`src/rtl/sspc_pkg.sv`:
```
// shared types and constants for the servo status packet checker
`timescale 1ns / 1ps

package sspc_pkg;

    // header byte value and packet framing constants
    localparam logic [7:0] HDR_BYTE  = 8'hFF;
    localparam logic [8:0] MIN_BYTES = 9'd6;
    localparam logic [8:0] LEN_EXTRA = 9'd4;
    localparam logic [8:0] SUM_FROM  = 9'd2;
    localparam logic [8:0] IDX_MAX   = 9'd511;

    // byte positions of the captured fields
    localparam logic [8:0] POS_HDR0  = 9'd0;
    localparam logic [8:0] POS_HDR1  = 9'd1;
    localparam logic [8:0] POS_ID    = 9'd2;
    localparam logic [8:0] POS_LEN   = 9'd3;
    localparam logic [8:0] POS_ERR   = 9'd4;
    localparam logic [8:0] POS_PLOW  = 9'd5;
    localparam logic [8:0] POS_PHIGH = 9'd6;

    // verdict codes
    localparam logic [2:0] ST_OK       = 3'd0;
    localparam logic [2:0] ST_SHORT    = 3'd1;
    localparam logic [2:0] ST_HEADER   = 3'd2;
    localparam logic [2:0] ST_CHECKSUM = 3'd3;
    localparam logic [2:0] ST_LENGTH   = 3'd4;
    localparam logic [2:0] ST_SERVO    = 3'd5;

    // one result word
    typedef struct packed {
        logic [2:0] status;
        logic [7:0] servo_id;
        logic [7:0] error_flags;
        logic [7:0] param_low;
        logic [7:0] param_high;
        logic [8:0] byte_total;
    } t_result;

    // handoff from the packet tracker to the output buffer
    typedef struct packed {
        logic    push;
        t_result word;
    } t_push;

endpackage

```
`src/rtl/sspc_frame.sv`:
```
// input register, packet state and verdict logic for the packet checker
`timescale 1ns / 1ps

module sspc_frame (
    input  logic            i_clk,
    input  logic            i_rst_n,
    input  logic            i_valid,
    input  logic [7:0]      i_rx_byte,
    input  logic            i_last_byte,
    input  logic            i_space,
    output logic            o_stall,
    output sspc_pkg::t_push o_push
);
    import sspc_pkg::*;

    logic       r_in_v;
    logic [7:0] r_in_byte;
    logic       r_in_last;

    logic [8:0] r_idx;
    logic [7:0] r_sum;
    logic       r_hdr_good;
    logic [7:0] r_id;
    logic [7:0] r_len;
    logic [7:0] r_err;
    logic [7:0] r_plow;
    logic [7:0] r_phigh;

    logic [8:0] n_idx;
    logic [7:0] n_sum;
    logic       n_hdr_good;
    logic [7:0] n_id;
    logic [7:0] n_len;
    logic [7:0] n_err;
    logic [7:0] n_plow;
    logic [7:0] n_phigh;

    logic       fire;
    logic       load;
    logic [8:0] count;
    logic [2:0] status;

    // a last word waits for room in the output buffer, others go at once
    assign fire    = r_in_v && (!r_in_last || i_space);
    assign o_stall = r_in_v && !fire;
    assign load    = i_valid && !o_stall;

    // input register
    always_ff @(posedge i_clk) begin
        if (!i_rst_n) begin
            r_in_v <= 1'b0;
        end else if (load) begin
            r_in_v <= 1'b1;
        end else if (fire) begin
            r_in_v <= 1'b0;
        end
    end

    always_ff @(posedge i_clk) begin
        if (load) begin
            r_in_byte <= i_rx_byte;
            r_in_last <= i_last_byte;
        end
    end

    // captures and header check including the current word
    always_comb begin
        n_hdr_good = r_hdr_good;
        if ((r_idx == POS_HDR0 || r_idx == POS_HDR1) && r_in_byte != HDR_BYTE) begin
            n_hdr_good = 1'b0;
        end
        n_id    = (r_idx == POS_ID)    ? r_in_byte : r_id;
        n_len   = (r_idx == POS_LEN)   ? r_in_byte : r_len;
        n_err   = (r_idx == POS_ERR)   ? r_in_byte : r_err;
        n_plow  = (r_idx == POS_PLOW)  ? r_in_byte : r_plow;
        n_phigh = (r_idx == POS_PHIGH) ? r_in_byte : r_phigh;
    end

    // saturating byte count and running sum
    assign count = (r_idx < IDX_MAX) ? r_idx + 9'd1 : IDX_MAX;
    assign n_idx = count;
    assign n_sum = (r_idx >= SUM_FROM) ? r_sum + r_in_byte : r_sum;

    // verdict, checks in priority order
    always_comb begin
        priority if (count < MIN_BYTES) begin
            status = ST_SHORT;
        end else if (!n_hdr_good) begin
            status = ST_HEADER;
        end else if (~r_sum != r_in_byte) begin
            status = ST_CHECKSUM;
        end else if ({1'b0, n_len} + LEN_EXTRA != count) begin
            status = ST_LENGTH;
        end else if (n_err != 8'd0) begin
            status = ST_SERVO;
        end else begin
            status = ST_OK;
        end
    end

    // packet state, cleared after each verdict
    always_ff @(posedge i_clk) begin
        if (!i_rst_n) begin
            r_idx      <= '0;
            r_sum      <= '0;
            r_hdr_good <= 1'b1;
            r_id       <= '0;
            r_len      <= '0;
            r_err      <= '0;
            r_plow     <= '0;
            r_phigh    <= '0;
        end else if (fire) begin
            if (r_in_last) begin
                r_idx      <= '0;
                r_sum      <= '0;
                r_hdr_good <= 1'b1;
                r_id       <= '0;
                r_len      <= '0;
                r_err      <= '0;
                r_plow     <= '0;
                r_phigh    <= '0;
            end else begin
                r_idx      <= n_idx;
                r_sum      <= n_sum;
                r_hdr_good <= n_hdr_good;
                r_id       <= n_id;
                r_len      <= n_len;
                r_err      <= n_err;
                r_plow     <= n_plow;
                r_phigh    <= n_phigh;
            end
        end
    end

    // result word toward the output buffer
    always_comb begin
        o_push.push             = fire && r_in_last;
        o_push.word.status      = status;
        o_push.word.servo_id    = n_id;
        o_push.word.error_flags = n_err;
        o_push.word.param_low   = n_plow;
        o_push.word.param_high  = n_phigh;
        o_push.word.byte_total  = count;
    end

    // checks
    a_clear_after_last: assert property (@(posedge i_clk) disable iff (!i_rst_n)
        fire && r_in_last |=> r_idx == '0 && r_sum == '0 && r_hdr_good)
        else $error("packet state not cleared after verdict");

    a_idx_steps: assert property (@(posedge i_clk) disable iff (!i_rst_n)
        fire && !r_in_last && r_idx < IDX_MAX |=> r_idx == $past(r_idx) + 9'd1)
        else $error("byte index did not advance");

    a_idx_holds: assert property (@(posedge i_clk) disable iff (!i_rst_n)
        r_in_v && !fire |=> r_idx == $past(r_idx) && r_in_v)
        else $error("stalled word changed packet state");

endmodule

```
`src/rtl/sspc_out_buf.sv`:
```
// two-entry result buffer that parts the result side from the byte side
`timescale 1ns / 1ps

module sspc_out_buf (
    input  logic              i_clk,
    input  logic              i_rst_n,
    input  sspc_pkg::t_push   i_push,
    input  logic              i_stall,
    output logic              o_space,
    output logic              o_valid,
    output sspc_pkg::t_result o_word
);
    import sspc_pkg::*;

    t_result    r_q0;
    t_result    r_q1;
    logic [1:0] r_count;
    logic       pop;

    assign o_valid = (r_count != 2'd0);
    assign o_space = (r_count != 2'd2);
    assign pop     = o_valid && !i_stall;
    assign o_word  = r_q0;

    // entry count
    always_ff @(posedge i_clk) begin
        if (!i_rst_n) begin
            r_count <= 2'd0;
        end else if (i_push.push && !pop) begin
            r_count <= r_count + 2'd1;
        end else if (pop && !i_push.push) begin
            r_count <= r_count - 2'd1;
        end
    end

    // entry data, head in slot zero
    always_ff @(posedge i_clk) begin
        if (pop) begin
            r_q0 <= (i_push.push && r_count == 2'd1) ? i_push.word : r_q1;
            if (i_push.push && r_count == 2'd2) begin
                r_q1 <= i_push.word;
            end
        end else if (i_push.push) begin
            if (r_count == 2'd0) begin
                r_q0 <= i_push.word;
            end else begin
                r_q1 <= i_push.word;
            end
        end
    end

    // checks
    a_no_overflow: assert property (@(posedge i_clk) disable iff (!i_rst_n)
        !(i_push.push && r_count == 2'd2))
        else $error("push into full result buffer");

    a_count_range: assert property (@(posedge i_clk) disable iff (!i_rst_n)
        r_count != 2'd3)
        else $error("result buffer count out of range");

    a_head_holds: assert property (@(posedge i_clk) disable iff (!i_rst_n)
        o_valid && i_stall |=> o_valid && o_word == $past(o_word))
        else $error("stalled result word changed");

endmodule

```
`src/rtl/servo_status_packet_checker_core.sv`:
```
// top level of the servo status packet checker
// result path: a last byte is held in the input register, then its word enters the result buffer
// throughput: one byte per cycle, sustained; a last byte waits only while the
// two-entry result buffer is full
// reset: synchronous active-low reset empties the input register and the result
// buffer and returns the packet state to byte index zero with a good header
`timescale 1ns / 1ps

module servo_status_packet_checker_core (
    input  logic       i_clk,
    input  logic       i_rst_n,
    input  logic       i_valid,
    output logic       o_stall,
    input  logic [7:0] i_rx_byte,
    input  logic       i_last_byte,
    output logic       o_valid,
    input  logic       i_stall,
    output logic [2:0] o_status,
    output logic [7:0] o_servo_id,
    output logic [7:0] o_error_flags,
    output logic [7:0] o_param_low,
    output logic [7:0] o_param_high,
    output logic [8:0] o_byte_total
);
    import sspc_pkg::*;

    t_push   push;
    t_result word;
    logic    space;

    // packet tracking and verdict
    sspc_frame u_frame (
        .i_clk       (i_clk),
        .i_rst_n     (i_rst_n),
        .i_valid     (i_valid),
        .i_rx_byte   (i_rx_byte),
        .i_last_byte (i_last_byte),
        .i_space     (space),
        .o_stall     (o_stall),
        .o_push      (push)
    );

    // result buffer
    sspc_out_buf u_out_buf (
        .i_clk   (i_clk),
        .i_rst_n (i_rst_n),
        .i_push  (push),
        .i_stall (i_stall),
        .o_space (space),
        .o_valid (o_valid),
        .o_word  (word)
    );

    // result fields
    assign o_status      = word.status;
    assign o_servo_id    = word.servo_id;
    assign o_error_flags = word.error_flags;
    assign o_param_low   = word.param_low;
    assign o_param_high  = word.param_high;
    assign o_byte_total  = word.byte_total;

endmodule
```
`config.mk`:
```
export PLATFORM = sky130hd
export DESIGN_NAME = servo_status_packet_checker_core
export DESIGN_NICKNAME = d
export VERILOG_FILES = /design/src/rtl/sspc_pkg.sv /design/src/rtl/sspc_frame.sv /design/src/rtl/sspc_out_buf.sv /design/src/rtl/servo_status_packet_checker_core.sv
export SDC_FILE = /design/constraint.sdc
export NUM_CORES = 1
export LEC_CHECK = 0
export ABC_CLOCK_PERIOD_IN_PS = 10900
export CAP_MARGIN = 30
export CORE_UTILIZATION = 40
export CTS_CLUSTER_DIAMETER = 100
export DETAILED_ROUTE_END_ITERATION = 10
export DONT_BUFFER_PORTS = 1
export PLACE_DENSITY_LB_ADDON = 0.15
export RECOVER_POWER = 25
export SYNTH_ARGS = -nofsm -noshare
export SYNTH_HDL_FRONTEND = slang
export SYNTH_SLANG_ARGS = --single-unit
export TNS_END_PERCENT = 1
```
`constraint.sdc`:
```
create_clock -name i_clk -period 10.9 [get_ports i_clk]
set_input_delay 2.18 -clock i_clk [delete_from_list [all_inputs] [get_ports i_clk]]
set_output_delay 2.18 -clock i_clk [all_outputs]
set_load 0.03 [all_outputs]
```
==> impl_metrics.xml <==
<?xml version="1.0" encoding="UTF-8"?>
<metrics>
  <group name="sta">
    <metric name="final-max-slew-violation-count" unit="">46</metric>
    <metric name="final_hold_violation_count" unit="">0</metric>
    <metric name="totalNegativeSetupSlack" unit="ns">0</metric>
    <metric name="final.hold.worst_slack" unit="ns">0.489</metric>
    <metric name="fin_crit" unit="ns">3.90</metric>
    <metric name="setup_viol_count_final" unit="">0</metric>
    <metric name="rsz0062_at_grt" unit="">no</metric>
    <metric name="max_freq" unit="MHz">256</metric>
    <metric name="timing.max_slew.rel_slack" unit="%">-48.3</metric>
    <metric name="final_min_period_over_clock_period" unit="%">35.8</metric>
    <metric name="worst-slew-pin-transition" unit="ns">2.22</metric>
    <metric name="finalWorstSetupSlack" unit="ns">7.00</metric>
    <metric name="fin_worst_skew" unit="ns">0.00852</metric>
  </group>
  <group name="cts">
    <metric name="cts.path.max_buffers" unit="">2</metric>
    <metric name="clock_latency_of_the_later_clocked_register_in_the_worst_skew_pair" unit="ns">0.42</metric>
    <metric name="cts_tree" unit="">yes</metric>
    <metric name="h-tree-depth" unit="">4</metric>
    <metric name="tritoncts.num_buffers" unit="">17</metric>
    <metric name="cts.reportedPaths.clkPinSlew" unit="ns">0.06</metric>
    <metric name="post_cts_hold_buffer_count" unit="">0</metric>
    <metric name="cts_sinks" unit="">158</metric>
    <metric name="clock-root-buffer" unit="">sky130_fd_sc_hd__clkbuf_16</metric>
    <metric name="cts_setup_buffers" unit="">0</metric>
    <metric name="cts_resized" unit="">0</metric>
  </group>
  <group name="critical_path">
    <metric name="setup.worst_path.end_class" unit="">flop</metric>
    <metric name="reg2regPathDepth" unit="">9</metric>
    <metric name="timing.setup.critical_path_class" unit="">reg -&gt; reg</metric>
    <metric name="critPathRequiredTime" unit="ns">11.21</metric>
    <metric name="crit_fanout" unit="">45</metric>
    <metric name="startpoint_type" unit="">flop</metric>
    <metric name="timing.critical_path.mode_cell" unit="">sky130_fd_sc_hd__nand2_1</metric>
    <metric name="critical_path.cell_chain" unit="">nand2_1 &gt; nand2_1 &gt; clkbuf_1 &gt; nor2_1 &gt; clkbuf_1 &gt; nand2_1 &gt; nand2_1 &gt; a22oi_1 &gt; nor2b_1</metric>
    <metric name="timing.critical_path.depth" unit="">9</metric>
    <metric name="crit_buf_inv" unit="">2</metric>
    <metric name="cp_slowest_cell" unit="">sky130_fd_sc_hd__clkbuf_1</metric>
    <metric name="largest_stage_delay_on_the_critical_path" unit="ns">1.58</metric>
    <metric name="critPathTopFamily" unit="">buffers and inverters</metric>
    <metric name="critPathArrivalTime" unit="ns">4.21</metric>
  </group>
  <group name="synthesis">
    <metric name="synth_warnings" unit="">0</metric>
    <metric name="synth_most_common_cell" unit="">sky130_fd_sc_hd__edfxtp_1</metric>
    <metric name="ys_ff_latch" unit="">158</metric>
    <metric name="synth_top_cell_area_share" unit="%">39.1</metric>
    <metric name="number_of_enable_type_register_cells_in_the_synthesized_netlist" unit="">97</metric>
    <metric name="mappedNetlistNets" unit="">728</metric>
    <metric name="synth-async-reset-ratio" unit="%">0</metric>
    <metric name="synth_area" unit="sq mm">0.00746</metric>
    <metric name="post_synth_num_cell_types" unit="">63</metric>
    <metric name="synthDominantAreaCellType" unit="">sky130_fd_sc_hd__edfxtp_1</metric>
    <metric name="commonest_cells_in_the_synthesized_netlist" unit="">sky130_fd_sc_hd__edfxtp_1 (97), sky130_fd_sc_hd__nor2_1 (63), sky130_fd_sc_hd__dfxtp_1 (61), sky130_fd_sc_hd__nand2_1 (58), sky130_fd_sc_hd__a21oi_1 (42)</metric>
    <metric name="post_synth_inst_count" unit="">697</metric>
    <metric name="synth.yosys.seq_area_share" unit="%">55.4</metric>
    <metric name="synth-main-ff-cell" unit="">sky130_fd_sc_hd__edfxtp_1</metric>
    <metric name="synthesis.area_per_instance" unit="sq um">10.7</metric>
    <metric name="synth.area.top_cells" unit="">sky130_fd_sc_hd__edfxtp_1 (39%), sky130_fd_sc_hd__dfxtp_1 (16%), sky130_fd_sc_hd__mux2i_1 (4.4%)</metric>
  </group>
  <group name="hold_path">
    <metric name="holdCritPathClass" unit="">reg -&gt; reg</metric>
    <metric name="timing.hold.worst_path_depth" unit="">2</metric>
  </group>
  <group name="grt">
    <metric name="grt_max_degree" unit="">76</metric>
    <metric name="track_usage" unit="%">17.8</metric>
    <metric name="number_of_antenna_violations_at_the_first_check_in_global_routing" unit="">0</metric>
    <metric name="grt_total_ovfl" unit="">0</metric>
    <metric name="grt_pass1_wl" unit="microns">26300</metric>
    <metric name="via_count_of_the_first_global_routing_pass" unit="">4744</metric>
  </group>
  <group name="detailed_routing">
    <metric name="dr.first_iter.drc_count" unit="">359</metric>
    <metric name="via_per_inst" unit="">5.36</metric>
    <metric name="routed_wire_length_per_instance" unit="microns">17.5</metric>
    <metric name="ant_nets" unit="">0</metric>
    <metric name="num_vias" unit="">4974</metric>
    <metric name="drt_drc_violations_left" unit="">12</metric>
    <metric name="dr.pass1.iters" unit="">8</metric>
    <metric name="detail_route.wirelength" unit="microns">16200</metric>
  </group>
  <group name="floorplanning">
    <metric name="chipWidth" unit="microns">139</metric>
    <metric name="floorplan.initialDensity" unit="%">41.2</metric>
    <metric name="std_cell_rows" unit="">49</metric>
    <metric name="core" unit="sq mm">0.0181</metric>
    <metric name="ios" unit="">59</metric>
    <metric name="die_y" unit="microns">139</metric>
    <metric name="design.die.area" unit="sq mm">0.0192</metric>
  </group>
  <group name="power">
    <metric name="internal_power" unit="mW">1.18</metric>
    <metric name="leakage" unit="nW">3.38</metric>
    <metric name="vdd_drop_max" unit="uV">329</metric>
    <metric name="power-per-cell-area" unit="mW/mm^2">208</metric>
    <metric name="power.combinational.fraction" unit="%">12.4</metric>
    <metric name="sw_frac_of_total" unit="%">30.8</metric>
    <metric name="power.clock.fraction" unit="%">35.3</metric>
    <metric name="part_of_the_power_in_registers" unit="%">52.3</metric>
    <metric name="net-switching-power" unit="mW">0.526</metric>
  </group>
  <group name="placed_design">
    <metric name="placed_cell_area" unit="sq mm">0.00765</metric>
    <metric name="buffer_ports.inserted" unit="">0</metric>
    <metric name="place.gp.congestion" unit="">0.820</metric>
    <metric name="dp_hpwl" unit="microns">10400</metric>
    <metric name="preCtsSetupSlack" unit="ns">7.07</metric>
  </group>
  <group name="final_layout">
    <metric name="area.growth.synth_to_final" unit="%">10.2</metric>
    <metric name="num-nets-final" unit="">717</metric>
    <metric name="filler_cell_count" unit="">1662</metric>
    <metric name="layout.cell_area.non_filler" unit="sq mm">0.00822</metric>
    <metric name="drive_gt1_share" unit="%">7.01</metric>
    <metric name="num_antenna_cells" unit="">0</metric>
  </group>
  <group name="job">
    <metric name="drv_cap" unit="">1</metric>
  </group>
  <group name="status">
    <metric name="outcome" unit="">finished with violations</metric>
    <metric name="failed_checks" unit="">design-rule violations, max-capacitance violations, max-slew violations</metric>
  </group>
</metrics>
-- power by group through the flow --
| stage | clock network [mW] | logic (mW) | registers, mW |
|---|---|---|---|
| finish | 0.604 | 0.212 | 0.893 |
| global route | 0.642 | 0.244 | 0.901 |
| CTS | 0.619 | 0.221 | 0.895 |
| detailed placement | 0 | 0.220 | 0.907 |
| global placement | 0 | 0.215 | 0.906 |
| floorplan | 0 | 0.165 | 0.898 |
-- path summary, 6_finish.rpt --
path                           start                  to  slack (ns)
setup / recovery   u_frame.r_in_last    u_frame.r_len[7]        7.00
hold / removal    u_frame.r_hdr_good  u_frame.r_hdr_good        0.49
setup reg to reg   u_frame.r_in_last    u_frame.r_len[7]        7.00
hold reg to reg   u_frame.r_hdr_good  u_frame.r_hdr_good        0.49
-- placed cells by master, fill, tap and decap left out, types with 3 or more instances in the layout --
master                      count
sky130_fd_sc_hd__dfxtp_1       61
sky130_fd_sc_hd__o21ai_0       41
sky130_fd_sc_hd__buf_4          5
sky130_fd_sc_hd__a31oi_1        5
sky130_fd_sc_hd__xor2_1         5
sky130_fd_sc_hd__ha_1          17
sky130_fd_sc_hd__a21o_1         3
sky130_fd_sc_hd__and3_1         3
sky130_fd_sc_hd__mux2_1         5
sky130_fd_sc_hd__nand2_1       59
sky130_fd_sc_hd__inv_1         38
sky130_fd_sc_hd__edfxtp_1      97
sky130_fd_sc_hd__clkbuf_1       7
sky130_fd_sc_hd__a22oi_1       24
sky130_fd_sc_hd__mux2i_1       33
sky130_fd_sc_hd__clkbuf_16     19
sky130_fd_sc_hd__a21oi_1       42
sky130_fd_sc_hd__and2_1        22
sky130_fd_sc_hd__nor2_1        63
sky130_fd_sc_hd__nand3_1       11
sky130_fd_sc_hd__nand4_1       10
sky130_fd_sc_hd__and2_0        10
sky130_fd_sc_hd__nor3_1        13
sky130_fd_sc_hd__nand3b_1       3
sky130_fd_sc_hd__xnor2_1       14
sky130_fd_sc_hd__nor2b_1       30
sky130_fd_sc_hd__nand2b_1       3
-- cell type report --
| class | instances | area (sq um) | area share [%] |
|---|---|---|---|
| sequential | 158 | 4130 | 50.3 |
| multi-input combinational | 463 | 3000 | 36.5 |
| clock buffer | 24 | 504 | 6.14 |
| tap | 229 | 287 | 3.49 |
| inverter | 38 | 143 | 1.74 |
| clock inverter | 8 | 101 | 1.23 |
| timing repair buffer | 8 | 48.8 | 0.594 |
-- tightest hold or removal path, cell delays in order, from the launching register on --
cell and delay (ns):
sky130_fd_sc_hd__dfxtp_1 0.33, sky130_fd_sc_hd__nand2_1 0.05, sky130_fd_sc_hd__nand4_1 0.07
-- flip-flops by register name, summed over array words and instances (netlist names) --
name / count
u_out_buf.o_word: 44
u_out_buf.r_q1: 44
u_frame.r_idx: 9
u_frame.r_err: 8
u_frame.r_id: 8
u_frame.r_in_byte: 8
u_frame.r_len: 8
u_frame.r_phigh: 8
u_frame.r_plow: 8
u_frame.r_sum: 8
u_out_buf.r_count: 2
u_frame.r_hdr_good: 1
u_frame.r_in_last: 1
u_frame.r_in_v: 1
-- metal layers --
metal  routed length [microns]  GRT usage, %  vias up
met1                      7750          24.2     2396
li1                          -             -     2443
met5                         0             0        -
met3                       817          4.02       16
met2                      7430          28.2      119
met4                       199          6.03        0
-- through the flow --
| step | instances | power, mW | util [%] |
|---|---|---|---|
| after floorplan | 697 | 1.06 | - |
| after global placement | 895 | 1.12 | 42.2 |
| after detailed placement | 896 | 1.13 | 42.3 |
| after CTS | 928 | 1.73 | 45.6 |
| after global routing | 928 | 1.79 | 45.4 |
| final | 928 | 1.71 | 45.4 |
-- kinds of logic (layout without fill, tap and decap cells) --
logic type	after synthesis	in the layout	share of synthesized area [%]
simple gates	248	248	17.8
flops	158	158	55.4
compound gates	137	137	11.2
buf+inv	76	78	4.28
mux	40	40	5.54
xor+xnor	20	20	2.53
fa+ha+maj	18	18	3.12
Note: power is estimated with default switching activity, not from simulation.
